<file path="src/rtl/bmprle_pkg.sv">
// Shared types, constants and codes of the BMP RLE pixel decoder.
`default_nettype none

package bmprle_pkg;

    // Fixed sizes of the datapath
    localparam int PAL_DEPTH  = 256;
    localparam int PAL_AW     = $clog2(PAL_DEPTH);
    localparam int COLOR_W    = 24;
    localparam int MAX_WIDTH  = 4096;
    localparam int MAX_HEIGHT = 4096;
    localparam int DIM_W      = 13;
    localparam int ROW_W      = 12;
    localparam int X_W        = 12;
    localparam int CNT_W      = 8;
    localparam int BYTE_W     = 8;
    localparam int NIB_W      = 4;
    localparam int REQ_W      = 2;
    localparam int IN_DATA_W  = 40;
    localparam int OUT_DATA_W = 80;
    localparam int APB_AW     = 4;
    localparam int APB_DW     = 32;

    // Item kinds carried in tuser
    localparam logic [REQ_W-1:0] REQ_START = 2'd0;
    localparam logic [REQ_W-1:0] REQ_PAL   = 2'd1;
    localparam logic [REQ_W-1:0] REQ_BYTE  = 2'd2;

    // Escape codes that follow a zero command byte
    localparam logic [BYTE_W-1:0] ESC_EOL   = 8'd0;
    localparam logic [BYTE_W-1:0] ESC_EOB   = 8'd1;
    localparam logic [BYTE_W-1:0] ESC_DELTA = 8'd2;

    // Register indexes (byte address / 4)
    localparam logic [1:0] REG_MODE   = 2'd0;
    localparam logic [1:0] REG_WIDTH  = 2'd1;
    localparam logic [1:0] REG_HEIGHT = 2'd2;

    typedef enum logic [2:0] {
        PH_FINISHED,
        PH_COMMAND,
        PH_RUN_COLOR,
        PH_ESCAPE,
        PH_DELTA_X,
        PH_DELTA_Y,
        PH_ABS_DATA,
        PH_ABS_PAD
    } t_phase;

    // Effective configuration seen by the parser
    typedef struct packed {
        logic             four;
        logic [DIM_W-1:0] w_eff;
        logic [DIM_W-1:0] h_eff;
    } t_cfg;

    // One run description without colors
    typedef struct packed {
        logic [X_W-1:0]   x_start;
        logic [ROW_W-1:0] row;
        logic [CNT_W-1:0] count;
        logic             done;
    } t_run;

    typedef struct packed {
        logic              en;
        logic [PAL_AW-1:0] addr;
        logic [COLOR_W-1:0] color;
    } t_pal_wr;

    typedef struct packed {
        logic              en;
        logic [PAL_AW-1:0] addr_a;
        logic [PAL_AW-1:0] addr_b;
    } t_pal_rd;

endpackage

`default_nettype wire

</file>
<file path="src/rtl/bmprle_out.sv">
// Result pipeline: palette-read stage and output register with color merge.
`default_nettype none

module bmprle_out (
    input  wire logic                               i_clk,
    input  wire logic                               i_rst_n,
    input  wire logic                               i_res_valid,
    input  wire bmprle_pkg::t_run                   i_res,
    input  wire logic [bmprle_pkg::COLOR_W-1:0]     i_color_a,
    input  wire logic [bmprle_pkg::COLOR_W-1:0]     i_color_b,
    input  wire logic                               i_m_ready,
    output logic                                    o_in_ready,
    output logic                                    o_m_valid,
    output logic [bmprle_pkg::OUT_DATA_W-1:0]       o_m_data,
    output logic                                    o_m_last
);

    logic                            r_s1_valid;
    bmprle_pkg::t_run                r_s1;
    logic                            r_out_valid;
    bmprle_pkg::t_run                r_out;
    logic [bmprle_pkg::COLOR_W-1:0]  r_c1;
    logic [bmprle_pkg::COLOR_W-1:0]  r_c2;
    logic                            out_free;
    logic                            s1_move;

    assign out_free   = !r_out_valid || i_m_ready;
    assign s1_move    = r_s1_valid && out_free;
    assign o_in_ready = !r_s1_valid || out_free;

    // Hold the run while the palette read completes
    always_ff @(posedge i_clk) begin
        if (!i_rst_n) begin
            r_s1_valid <= 1'b0;
        end else if (i_res_valid) begin
            r_s1_valid <= 1'b1;
        end else if (s1_move) begin
            r_s1_valid <= 1'b0;
        end
    end

    always_ff @(posedge i_clk) begin
        if (i_res_valid) begin
            r_s1 <= i_res;
        end
    end

    // Advance into the output register, dropping colors on the done item
    always_ff @(posedge i_clk) begin
        if (!i_rst_n) begin
            r_out_valid <= 1'b0;
        end else if (s1_move) begin
            r_out_valid <= 1'b1;
        end else if (i_m_ready) begin
            r_out_valid <= 1'b0;
        end
    end

    always_ff @(posedge i_clk) begin
        if (s1_move) begin
            r_out <= r_s1;
            r_c1  <= r_s1.done ? '0 : i_color_a;
            r_c2  <= r_s1.done ? '0 : i_color_b;
        end
    end

    assign o_m_valid = r_out_valid;
    assign o_m_last  = r_out.done;
    assign o_m_data  = {r_c2, r_c1, r_out.count, r_out.row, r_out.x_start};

endmodule

`default_nettype wire

</file>
<file path="config.mk">
export PLATFORM = sky130hd
export DESIGN_NAME = bmprle_out
export DESIGN_NICKNAME = d
export VERILOG_FILES = /design/src/rtl/bmprle_pkg.sv /design/src/rtl/bmprle_out.sv
export SDC_FILE = /design/constraint.sdc
export NUM_CORES = 1
export LEC_CHECK = 0
export BUFFER_PORTS_ARGS = -buffer_cell sky130_fd_sc_hd__buf_2
export CAP_MARGIN = 20
export CORE_ASPECT_RATIO = 1.2
export CORE_MARGIN = 2
export CORE_UTILIZATION = 41
export CTS_CLUSTER_DIAMETER = 40
export DETAILED_ROUTE_END_ITERATION = 10
export PLACE_DENSITY = 0.74
export SLEW_MARGIN = 25
export SYNTH_ARGS = -nofsm -noshare
export SYNTH_HDL_FRONTEND = slang
export SYNTH_SLANG_ARGS = --single-unit
</file>
<file path="constraint.sdc">
create_clock -name i_clk -period 4.25 [get_ports i_clk]
set_input_delay 0.2125 -clock i_clk [delete_from_list [all_inputs] [get_ports i_clk]]
set_output_delay 0.2125 -clock i_clk [all_outputs]
set_load 0.05 [all_outputs]
</file>
==> flow_summary.json <==
{
  "place_congestion": 0.684,
  "clk_pin_slew_ns": 0.06,
  "period_needed_ns": 1.70,
  "synth_top_area_share_pct": 89.0,
  "finalPower_mw": 2.98,
  "syn_area_um2": 3850,
  "grt-ovfl-total": 0,
  "crit_required_ns": 4.39,
  "drt_pass1_iterations": 4,
  "dpl.hpwl_um": 4720,
  "leakage_nw": 2.42,
  "ant_nets": 0,
  "port_buffers": 167,
  "final.setup_skew_ns": 0.00771,
  "grtUsageTotal_pct": 15.0,
  "holdPathStages": 2,
  "grt_pass1_wl_um": 11100,
  "period_share_pct": 40.1,
  "ys_types": 9,
  "crit_path_cell_trace": "nor2b_1 > nor2b_4 > buf_4",
  "pwr_density_cell_nw_per_um2": 498,
  "wirelength_um": 7700,
  "end_kind": "flip-flop",
  "rsz0062_at_grt": "false",
  "synth_seq_area_share_pct": 90.0,
  "max_cap_viol_count": 0,
  "r2r_cells": 3,
  "fp.dieW_um": 92.4,
  "finalSetupViolations": 0,
  "synth_largest_area_cell": "edfxtp_1",
  "max_stage_delay_ns": 0.46,
  "synthTopCellsByArea": "edfxtp_1 (89%), nor2b_1 (8.1%), dfxtp_1 (1.0%), buf_6 (0.88%), buf_2 (0.26%)",
  "top_layer_used": "met4",
  "yosys-mux-area-fraction_pct": 0,
  "start_kind": "flip-flop",
  "die_area_um2": 10200,
  "drc": 0,
  "synth_simple_gate_area_share_pct": 8.39,
  "status": "finished, final reports clean",
  "met3_wirelength_um": 676,
  "antenna_found_initial": 0,
  "cts_root_buffer": "clkbuf_8",
  "cts_tree": "done",
  "placeableCoreArea_um2": 9080,
  "r2r_slack_ns": 2.55,
  "grt_pass1_vias": 2323,
  "initial_core_util_pct": 42.4,
  "synth_xor_area_share_pct": 0,
  "syn2layout_area_growth_pct": 55.2,
  "path_class": "flip-flop to flip-flop",
  "nets": 503,
  "arrival_ns": 1.84,
  "io_pins": 168,
  "path_delay_family": "simple AND/OR/NAND/NOR gates",
  "cts_resized": 0,
  "finalWorstSetupSlack_ns": 2.55,
  "synth_top_family_by_area": "simple AND/OR/NAND/NOR gates",
  "vias_per_cell": 4.26,
  "fmax_ghz": 0.587,
  "diodes": 0,
  "fin_tns_setup_ns": 0,
  "pre_cts_slack_ns": 2.56,
  "drive_above_1_share_pct": 47.1,
  "grt_max_degree": 50,
  "drv_slew": 0,
  "ys_seq_elements": 116,
  "cts_buffers": 17,
  "vias": 2350,
  "route.met2.wl_um": 4050,
  "die_y_um": 110,
  "synth_cells": 175,
  "htreeDepth": 4,
  "drt-met1-wl_um": 2930,
  "clockBufferDepth": 2,
  "wl_per_cell_um": 14.0,
  "first_iter_violations": 81,
  "cts.sinks": 116,
  "crit_fanout": 34,
  "vdd_drop_max_v": 0.000337,
  "critPathBufInv": 1,
  "syn_nets": 260,
  "worst_pin_slew_ns": 0.712,
  "avgSynthCellArea_um2": 22.0,
  "hold_path_class": "input pin to flip-flop",
  "critical_path_depth": 3,
  "yosys.area_share.adder_pct": 0,
  "worst_path_max_delay_cell": "buf_4",
  "fp-row-count": 38,
  "slew_headroom_pct": 52.5,
  "clock_latency_ns": 0.49,
  "hold_viol_final": 0,
  "ys_warn_count": 0,
  "synth_compound_area_share_pct": 0.423
}
==> cell type report <==
| cell class | instances | area, µm² |
|---|---|---|
| clock buffers | 17 | 414 |
| clock inverters | 15 | 148 |
| fillers | 652 | 3110 |
| multi-input cells | 54 | 347 |
| flip-flops and latches | 116 | 3460 |
| well taps | 120 | 150 |
| repair buffers | 229 | 1450 |
==> final timing paths <==
| path | startpoint | endpoint |
|---|---|---|
| worst min register to register | r_s1[3] | o_m_data[26] |
| worst min-delay path | i_color_b[6] | r_c2[6] |
| worst max-delay path | o_m_valid | r_c1[0] |
| worst max register to register | o_m_valid | r_c1[0] |
==> repair_timing <==
action                                  4_1_cts  5_1_grt
endpoints found under the setup margin        0        0
endpoints found under the hold margin        54        6
hold buffers                                 53        6
setup buffers                                 0        0
==> report_power, final <==
group	internal, mW	total, mW	switching, mW
logic	0.105	0.318	0.213
registers	1.34	1.36	0.0167
clock network	0.789	1.30	0.511
total	2.23	2.98	0.740
==> cells in the mapped netlist <==
| library cell | instances |
|---|---|
| a22o_1 | 1 |
| and2_1 | 1 |
| buf_2 | 2 |
| buf_6 | 3 |
| dfxtp_1 | 2 |
| edfxtp_1 | 114 |
| nand2_1 | 1 |
| nor2b_1 | 50 |
| o21a_1 | 1 |
==> per-layer routing <==
| metal | vias to the layer above | GRT usage, % |
|---|---|---|
| met3 | 8 | 7.48 |
| met5 | - | 0 |
| met2 | 117 | 25.7 |
| li1 | 1141 | - |
| met1 | 1084 | 16.4 |
| met4 | 0 | 4.80 |
==> cell usage in the layout (no fill, tap or decap), drive strengths merged <==
cell type    instances
dfxtp                2
clkbuf              17
bufinv               1
inv                  6
o21a                 1
and2                 1
edfxtp             114
buf                170
clkinvlp             3
a22o                 1
nor2b               50
dlygate4sd3         59
nand2                1
clkinv               5
==> logic make-up after synthesis <==
logic type             after synthesis
DFF                                116
buffers and inverters                5
AOI/OAI and AO/OA                    2
and+or+nand+nor                     52
==> state kept, by name, summed over array words and instances (netlist names) <==
signal / count
r_s1_valid: 1
o_m_last: 1
r_s1: 33
r_c2: 24
o_m_data: 32
r_c1: 24
o_m_valid: 1
==> per-stage QoR <==
stage	area, µm²	std cells	hold slack, ns	util (%)
detailed placement	4820	460	0.391	53.1
global placement	4820	460	0.389	53.1
floorplan	3850	175	0.311	-
global route	5970	551	0.00181	65.7
finish	5970	551	0.0176	65.7
CTS	5910	545	0.0000265	65.1
No activity file was read; power rests on OpenSTA's default activity.
