**src/rtl/bmprle_pkg.sv**
```systemverilog
// Shared types, constants and codes of the BMP RLE pixel decoder.
`default_nettype none

package bmprle_pkg;

    // Fixed sizes of the datapath
    localparam int PAL_DEPTH  = 256;
    localparam int PAL_AW     = $clog2(PAL_DEPTH);
    localparam int COLOR_W    = 24;
    localparam int MAX_WIDTH  = 4096;
    localparam int MAX_HEIGHT = 4096;
    localparam int DIM_W      = 13;
    localparam int ROW_W      = 12;
    localparam int X_W        = 12;
    localparam int CNT_W      = 8;
    localparam int BYTE_W     = 8;
    localparam int NIB_W      = 4;
    localparam int REQ_W      = 2;
    localparam int IN_DATA_W  = 40;
    localparam int OUT_DATA_W = 80;
    localparam int APB_AW     = 4;
    localparam int APB_DW     = 32;

    // Item kinds carried in tuser
    localparam logic [REQ_W-1:0] REQ_START = 2'd0;
    localparam logic [REQ_W-1:0] REQ_PAL   = 2'd1;
    localparam logic [REQ_W-1:0] REQ_BYTE  = 2'd2;

    // Escape codes that follow a zero command byte
    localparam logic [BYTE_W-1:0] ESC_EOL   = 8'd0;
    localparam logic [BYTE_W-1:0] ESC_EOB   = 8'd1;
    localparam logic [BYTE_W-1:0] ESC_DELTA = 8'd2;

    // Register indexes (byte address / 4)
    localparam logic [1:0] REG_MODE   = 2'd0;
    localparam logic [1:0] REG_WIDTH  = 2'd1;
    localparam logic [1:0] REG_HEIGHT = 2'd2;

    typedef enum logic [2:0] {
        PH_FINISHED,
        PH_COMMAND,
        PH_RUN_COLOR,
        PH_ESCAPE,
        PH_DELTA_X,
        PH_DELTA_Y,
        PH_ABS_DATA,
        PH_ABS_PAD
    } t_phase;

    // Effective configuration seen by the parser
    typedef struct packed {
        logic             four;
        logic [DIM_W-1:0] w_eff;
        logic [DIM_W-1:0] h_eff;
    } t_cfg;

    // One run description without colors
    typedef struct packed {
        logic [X_W-1:0]   x_start;
        logic [ROW_W-1:0] row;
        logic [CNT_W-1:0] count;
        logic             done;
    } t_run;

    typedef struct packed {
        logic              en;
        logic [PAL_AW-1:0] addr;
        logic [COLOR_W-1:0] color;
    } t_pal_wr;

    typedef struct packed {
        logic              en;
        logic [PAL_AW-1:0] addr_a;
        logic [PAL_AW-1:0] addr_b;
    } t_pal_rd;

endpackage

`default_nettype wire

```
**src/rtl/bmprle_parser.sv**
```systemverilog
// Byte stream parser: decode state, run clipping and palette access requests.
`default_nettype none

module bmprle_parser (
    input  wire logic                              i_clk,
    input  wire logic                              i_rst_n,
    input  wire bmprle_pkg::t_cfg                  i_cfg,
    input  wire logic                              i_accept,
    input  wire logic [bmprle_pkg::REQ_W-1:0]      i_req,
    input  wire logic [bmprle_pkg::PAL_AW-1:0]     i_pal_index,
    input  wire logic [bmprle_pkg::COLOR_W-1:0]    i_pal_color,
    input  wire logic [bmprle_pkg::BYTE_W-1:0]     i_data_byte,
    output bmprle_pkg::t_pal_wr                    o_pal_wr,
    output bmprle_pkg::t_pal_rd                    o_pal_rd,
    output logic                                   o_res_valid,
    output bmprle_pkg::t_run                       o_res
);

    bmprle_pkg::t_phase                r_phase, n_phase;
    logic [bmprle_pkg::DIM_W-1:0]      r_column, n_column;
    logic [bmprle_pkg::ROW_W-1:0]      r_row, n_row;
    logic [bmprle_pkg::CNT_W-1:0]      r_pending, n_pending;
    logic                              r_parity, n_parity;
    logic [bmprle_pkg::BYTE_W-1:0]     r_dx, n_dx;

    logic                              is_start;
    logic                              is_byte;
    logic [bmprle_pkg::DIM_W-1:0]      room;
    logic [bmprle_pkg::CNT_W-1:0]      run_n;
    logic [bmprle_pkg::CNT_W-1:0]      abs_want;
    logic [bmprle_pkg::CNT_W-1:0]      abs_take;
    logic [bmprle_pkg::CNT_W-1:0]      abs_n;
    logic [bmprle_pkg::CNT_W-1:0]      abs_left;
    logic [bmprle_pkg::DIM_W-1:0]      delta_sum;
    logic [bmprle_pkg::DIM_W-1:0]      delta_col;
    logic                              delta_off;
    logic [bmprle_pkg::BYTE_W-1:0]     b;

    assign b        = i_data_byte;
    assign is_start = i_accept && (i_req == bmprle_pkg::REQ_START);
    assign is_byte  = i_accept && (i_req == bmprle_pkg::REQ_BYTE);

    // Pixels left on the current row
    assign room  = (r_column < i_cfg.w_eff) ? (i_cfg.w_eff - r_column) : '0;
    assign run_n = ({5'b0, r_pending} < room) ? r_pending : room[bmprle_pkg::CNT_W-1:0];

    // Absolute run: one or two pixels per byte
    assign abs_want = (i_cfg.four && (r_pending >= 8'd2)) ? 8'd2 : 8'd1;
    assign abs_take = (abs_want > r_pending) ? r_pending : abs_want;
    assign abs_n    = ({5'b0, abs_take} < room) ? abs_take : room[bmprle_pkg::CNT_W-1:0];
    assign abs_left = r_pending - abs_take;

    // Delta move, saturated at the row width
    assign delta_sum = r_column + {5'b0, r_dx};
    assign delta_col = (delta_sum > i_cfg.w_eff) ? i_cfg.w_eff : delta_sum;
    assign delta_off = r_row < {4'b0, b};

    // Palette access
    assign o_pal_wr.en    = i_accept && (i_req == bmprle_pkg::REQ_PAL);
    assign o_pal_wr.addr  = i_pal_index;
    assign o_pal_wr.color = i_pal_color;
    assign o_pal_rd.en     = is_byte;
    assign o_pal_rd.addr_a = i_cfg.four ? {4'b0, b[7:4]} : b;
    assign o_pal_rd.addr_b = i_cfg.four ? {4'b0, b[3:0]} : b;

    // Next phase
    always_comb begin
        n_phase = r_phase;
        if (is_start) begin
            n_phase = bmprle_pkg::PH_COMMAND;
        end else if (is_byte) begin
            unique case (r_phase)
                bmprle_pkg::PH_FINISHED: begin
                    n_phase = bmprle_pkg::PH_FINISHED;
                end
                bmprle_pkg::PH_COMMAND: begin
                    n_phase = (b == '0) ? bmprle_pkg::PH_ESCAPE : bmprle_pkg::PH_RUN_COLOR;
                end
                bmprle_pkg::PH_RUN_COLOR: begin
                    n_phase = bmprle_pkg::PH_COMMAND;
                end
                bmprle_pkg::PH_ESCAPE: begin
                    if (b == bmprle_pkg::ESC_EOB) begin
                        n_phase = bmprle_pkg::PH_FINISHED;
                    end else if (b == bmprle_pkg::ESC_EOL) begin
                        n_phase = (r_row == '0) ? bmprle_pkg::PH_FINISHED
                                                : bmprle_pkg::PH_COMMAND;
                    end else if (b == bmprle_pkg::ESC_DELTA) begin
                        n_phase = bmprle_pkg::PH_DELTA_X;
                    end else begin
                        n_phase = bmprle_pkg::PH_ABS_DATA;
                    end
                end
                bmprle_pkg::PH_DELTA_X: begin
                    n_phase = bmprle_pkg::PH_DELTA_Y;
                end
                bmprle_pkg::PH_DELTA_Y: begin
                    n_phase = delta_off ? bmprle_pkg::PH_FINISHED : bmprle_pkg::PH_COMMAND;
                end
                bmprle_pkg::PH_ABS_DATA: begin
                    if (abs_left == '0) begin
                        n_phase = (!r_parity) ? bmprle_pkg::PH_ABS_PAD
                                              : bmprle_pkg::PH_COMMAND;
                    end
                end
                bmprle_pkg::PH_ABS_PAD: begin
                    n_phase = bmprle_pkg::PH_COMMAND;
                end
                default: begin
                    n_phase = r_phase;
                end
            endcase
        end
    end

    // Position update and result item
    always_comb begin
        n_column    = r_column;
        n_row       = r_row;
        n_pending   = r_pending;
        n_parity    = r_parity;
        n_dx        = r_dx;
        o_res_valid = 1'b0;
        o_res       = '0;
        o_res.row   = r_row;
        o_res.x_start = r_column[bmprle_pkg::X_W-1:0];
        if (is_start) begin
            n_column  = '0;
            n_row     = bmprle_pkg::ROW_W'(i_cfg.h_eff - 13'd1);
            n_pending = '0;
            n_parity  = 1'b0;
            n_dx      = '0;
        end else if (is_byte) begin
            unique case (r_phase)
                bmprle_pkg::PH_FINISHED: begin
                    n_column = r_column;
                end
                bmprle_pkg::PH_COMMAND: begin
                    if (b != '0) begin
                        n_pending = b;
                    end
                end
                bmprle_pkg::PH_RUN_COLOR: begin
                    o_res_valid = 1'b1;
                    o_res.count = run_n;
                    n_column    = r_column + {5'b0, run_n};
                    n_pending   = '0;
                end
                bmprle_pkg::PH_ESCAPE: begin
                    if (b == bmprle_pkg::ESC_EOB) begin
                        o_res_valid = 1'b1;
                        o_res.done  = 1'b1;
                    end else if (b == bmprle_pkg::ESC_EOL) begin
                        n_column = '0;
                        if (r_row == '0) begin
                            o_res_valid   = 1'b1;
                            o_res.done    = 1'b1;
                            o_res.x_start = '0;
                        end else begin
                            n_row = r_row - 12'd1;
                        end
                    end else if (b != bmprle_pkg::ESC_DELTA) begin
                        n_pending = b;
                        n_parity  = 1'b0;
                    end
                end
                bmprle_pkg::PH_DELTA_X: begin
                    n_dx = b;
                end
                bmprle_pkg::PH_DELTA_Y: begin
                    n_column = delta_col;
                    n_dx     = '0;
                    if (delta_off) begin
                        o_res_valid   = 1'b1;
                        o_res.done    = 1'b1;
                        o_res.x_start = delta_col[bmprle_pkg::X_W-1:0];
                    end else begin
                        n_row = r_row - {4'b0, b};
                    end
                end
                bmprle_pkg::PH_ABS_DATA: begin
                    o_res_valid = 1'b1;
                    o_res.count = abs_n;
                    n_column    = r_column + {5'b0, abs_n};
                    n_pending   = abs_left;
                    n_parity    = ~r_parity;
                end
                bmprle_pkg::PH_ABS_PAD: begin
                    n_parity = 1'b0;
                end
                default: begin
                    n_column = r_column;
                end
            endcase
        end
    end

    // Hold decode state
    always_ff @(posedge i_clk) begin
        if (!i_rst_n) begin
            r_phase   <= bmprle_pkg::PH_FINISHED;
            r_column  <= '0;
            r_row     <= '0;
            r_pending <= '0;
            r_parity  <= 1'b0;
            r_dx      <= '0;
        end else begin
            r_phase   <= n_phase;
            r_column  <= n_column;
            r_row     <= n_row;
            r_pending <= n_pending;
            r_parity  <= n_parity;
            r_dx      <= n_dx;
        end
    end

endmodule

`default_nettype wire

```
**config.mk**
```make
export PLATFORM = sky130hd
export DESIGN_NAME = bmprle_parser
export DESIGN_NICKNAME = d
export VERILOG_FILES = /design/src/rtl/bmprle_pkg.sv /design/src/rtl/bmprle_parser.sv
export SDC_FILE = /design/constraint.sdc
export NUM_CORES = 1
export LEC_CHECK = 0
export BUFFER_PORTS_ARGS = -buffer_cell sky130_fd_sc_hd__buf_2
export CAP_MARGIN = 20
export CELL_PAD_IN_SITES_DETAIL_PLACEMENT = 1
export CELL_PAD_IN_SITES_GLOBAL_PLACEMENT = 2
export CORE_ASPECT_RATIO = 1.1
export CORE_MARGIN = 2
export CORE_UTILIZATION = 30
export DETAILED_ROUTE_END_ITERATION = 16
export GPL_ROUTABILITY_DRIVEN = 0
export PLACE_DENSITY = 0.92
export SLEW_MARGIN = 40
export SYNTH_ARGS = -nofsm -noshare
export SYNTH_HDL_FRONTEND = slang
export SYNTH_SLANG_ARGS = --single-unit
```
**constraint.sdc**
```tcl
create_clock -name i_clk -period 16.5 [get_ports i_clk]
set_input_delay 1.65 -clock i_clk [delete_from_list [all_inputs] [get_ports i_clk]]
set_output_delay 1.65 -clock i_clk [all_outputs]
set_load 0.03 [all_outputs]
```
==> impl_metrics.yaml <==
critical_path:
  rrSetupSlack_ns: 10.06
  startpoint_type: "input port"
  path_max_fanout: 13
  crit_top_cell: "a21o_1"
  worst-setup-path-type: "input port to output pin"
  path_cells: "buf_2, ha_1, a21o_1, nor2_1, a211oi_1, o31a_1, nand2_1, ha_1, a21o_1, a211oi_1, nand2_1, o22ai_1, a21o_1, and2b_1, o2bb2ai_1, buf_2"
  required_ns: 14.85
  slowest_delay_ns: 0.47
  slowest_stage: "o31a_1"
  worst_ep_arrival_time_ns: 5.76
  endpoint_kind: "output pin"
pwr:
  power.share.switching_pct: 34.6
  p_per_area_nw_per_um2: 49.0
  p_leak_nw: 3.02
  intPower_mw: 0.220
  power_frac_clock_pct: 35.7
  combPwrFrac_pct: 30.5
  ir_drop_v: 0.0000327
  p_sw_mw: 0.116
  seq_power_share_pct: 33.7
timing:
  hold_viol: 0
  worst_pin_slew_ns: 0.767
  slew_viol_final: 0
  skew_ns: 0.00770
  fin_crit_ns: 7.41
  clock.fmax_mhz: 135
  grt_setup_unrepaired: "false"
  fin_crit_sh_pct: 44.9
  finalSetupViolations: 0
  fin_tns_setup_ns: 0
  slew-limit-headroom_pct: 48.7
drt:
  avgRoutedWirePerCell_microns: 17.5
  drtIter0Drc: 251
  num_vias: 6462
  dr.pass1.iters: 5
  drc: 0
  wl_microns: 20500
  routed_via_density: 5.51
  antenna_left: 0
layout:
  n_antenna_cell: 0
  finalInstanceArea_sq_um: 6860
  nFillCells: 2612
  drive_gt1_share_pct: 13.5
  area_growth_pct: 8.85
  fin_nets: 1062
global_routing:
  grt_pass1_wl_microns: 33500
  antenna_found_initial: 0
  grt_pass1_vias: 6528
  grt-ovfl-total: 0
  grt_util_all_layers_pct: 18.7
  grt_max_degree: 29
yosys:
  yosys.area.top_type: "dfxtp_1"
  syn_area_sq_um: 6300
  synth_warnings: 0
  synth_top_area_share_pct: 14.3
  synth_common_cells: "nor2_1, a21oi_1, ha_1"
  netlist_instances: 886
  yosysMostFrequentCell: "nor2_1"
  synth-main-ff-cell: "dfxtp_1"
  ys_ff_latch: 45
  ys_types: 74
  synth-seq-area-share_pct: 14.3
  synth_edf_count: 0
  syn_area_per_cell_sq_um: 7.11
  ys_top_cells_by_area: "dfxtp_1, ha_1, a21oi_1, nor2_1, o21ai_0"
  async_flop_share_pct: 0
status:
  outcome: "completed"
clock_tree:
  insertion_delay_ns: 0.30
  ctsHoldBuffers: 0
  clk_path_buf_depth: 2
  clkTransAtPathRegs_ns: 0.07
  post_cts_resized: 0
  cts.sinks: 45
  cts-root-buf: "clkbuf_16"
  cts_setup_buffers: 0
  htree_levels: 2
  cts_buffers: 5
  cts_tree: "yes"
die:
  start_util_pct: 30.6
  top_level_ports: 156
  fp.dieW_microns: 142
  fp.coreArea_sq_um: 20600
  die_h_microns: 156
  dieArea_sq_um: 22200
  row_count: 55
placed_design:
  dpl_cell_area_sq_um: 6680
  dp_hpwl_microns: 16600
  port_buffers: 90
hold_path:
  hp-class: "flip-flop to flip-flop"
flow_run:
  maxCapViolCount: 0
## worst max-delay path, delay by kind of cell
| family | cells | cell delay (ns) |
|---|---|---|
| simple gates | 4 | 0.74 |
| fa+ha+maj | 2 | 0.77 |
| buf+inv | 2 | 0.34 |
| compound gates | 8 | 2.24 |
## per-layer routing
metal	share of wire, %	vias to the layer above	track usage, %
met4	1.7	0	4.76
met2	47	132	32.4
met1	47	3102	24.1
met5	0	-	0
li1	-	3210	-
met3	3.9	18	2.89
## cells by family after synthesis
family / Yosys count / synth area share [%]
and+or+nand+nor: 285 / 22.3
AOI/OAI and AO/OA: 280 / 28.2
buffers and inverters: 141 / 11.1
adders and majority gates: 75 / 15.5
DFF: 45 / 14.3
xor gates and xnor gates: 42 / 5.84
muxes: 17 / 2.74
other: 1 / 0.0595
## power groups by stage
stage                     logic (mW)  clock network [mW]  registers (mW)
after floorplan               0.0842                   0           0.117
after global placement        0.0997                   0           0.116
after detailed placement       0.102                   0           0.116
after CTS                      0.103               0.123           0.113
after global routing           0.115               0.127           0.114
final                          0.103               0.120           0.113
## state kept, by name, summed over array words and instances (netlist names)
signal and cells:
r_column 13, r_row 12, r_dx 8, r_pending 8, r_phase 3, r_parity 1
## stage by stage
stage | utilization, % | power (mW) | std cells | hold WS, ns | setup WS (ns)
2_1_floorplan | - | 0.201 | 891 | 0.461 | 9.69
3_3_place_gp | 32.4 | 0.215 | 1163 | 0.492 | 9.04
3_5_place_dp | 32.5 | 0.217 | 1164 | 0.510 | 9.02
4_1_cts | 33.3 | 0.339 | 1172 | 0.526 | 9.12
5_1_grt | 33.3 | 0.356 | 1172 | 0.562 | 8.69
6_report | 33.3 | 0.336 | 1172 | 0.521 | 9.09
## cell usage in the layout, fill, tap and decap left out, types with 10 or more instances in the layout
| cell type | Yosys | final |
|---|---|---|
| nor2_1 | 87 | 87 |
| nor3_1 | 34 | 34 |
| a21o_1 | 21 | 21 |
| nand2_1 | 68 | 67 |
| o22ai_1 | 16 | 16 |
| a211oi_1 | 13 | 13 |
| o21a_1 | 13 | 13 |
| inv_1 | 61 | 61 |
| dfxtp_1 | 45 | 45 |
| nor2b_1 | 13 | 13 |
| nand3_1 | 17 | 17 |
| buf_2 | 2 | 90 |
| mux2i_1 | 15 | 15 |
| a21oi_1 | 75 | 75 |
| or3_1 | 10 | 10 |
| xnor2_1 | 33 | 33 |
| a31oi_1 | 13 | 13 |
| nand4_1 | 10 | 10 |
| ha_1 | 70 | 70 |
| o21ai_0 | 63 | 62 |
## path summary, 6_finish.rpt
kind,startpoint,end,cells past startpoint
max,i_cfg[19],o_res[8],16
min,r_dx[5],r_dx[5],2
max reg2reg,r_column[8],r_column[8],27
min reg2reg,r_dx[5],r_dx[5],2
## layout make-up
| class | count | area (sq um) | share of cell area (%) |
|---|---|---|---|
| clock buffer | 5 | 125 | 1.82 |
| multi-input combinational | 705 | 4740 | 69.0 |
| tap | 256 | 320 | 4.67 |
| timing repair buffer | 95 | 495 | 7.22 |
| inverter | 63 | 236 | 3.45 |
| clock inverter | 3 | 46.3 | 0.675 |
| sequential | 45 | 901 | 13.1 |
No activity file was read; power rests on OpenSTA's default activity.
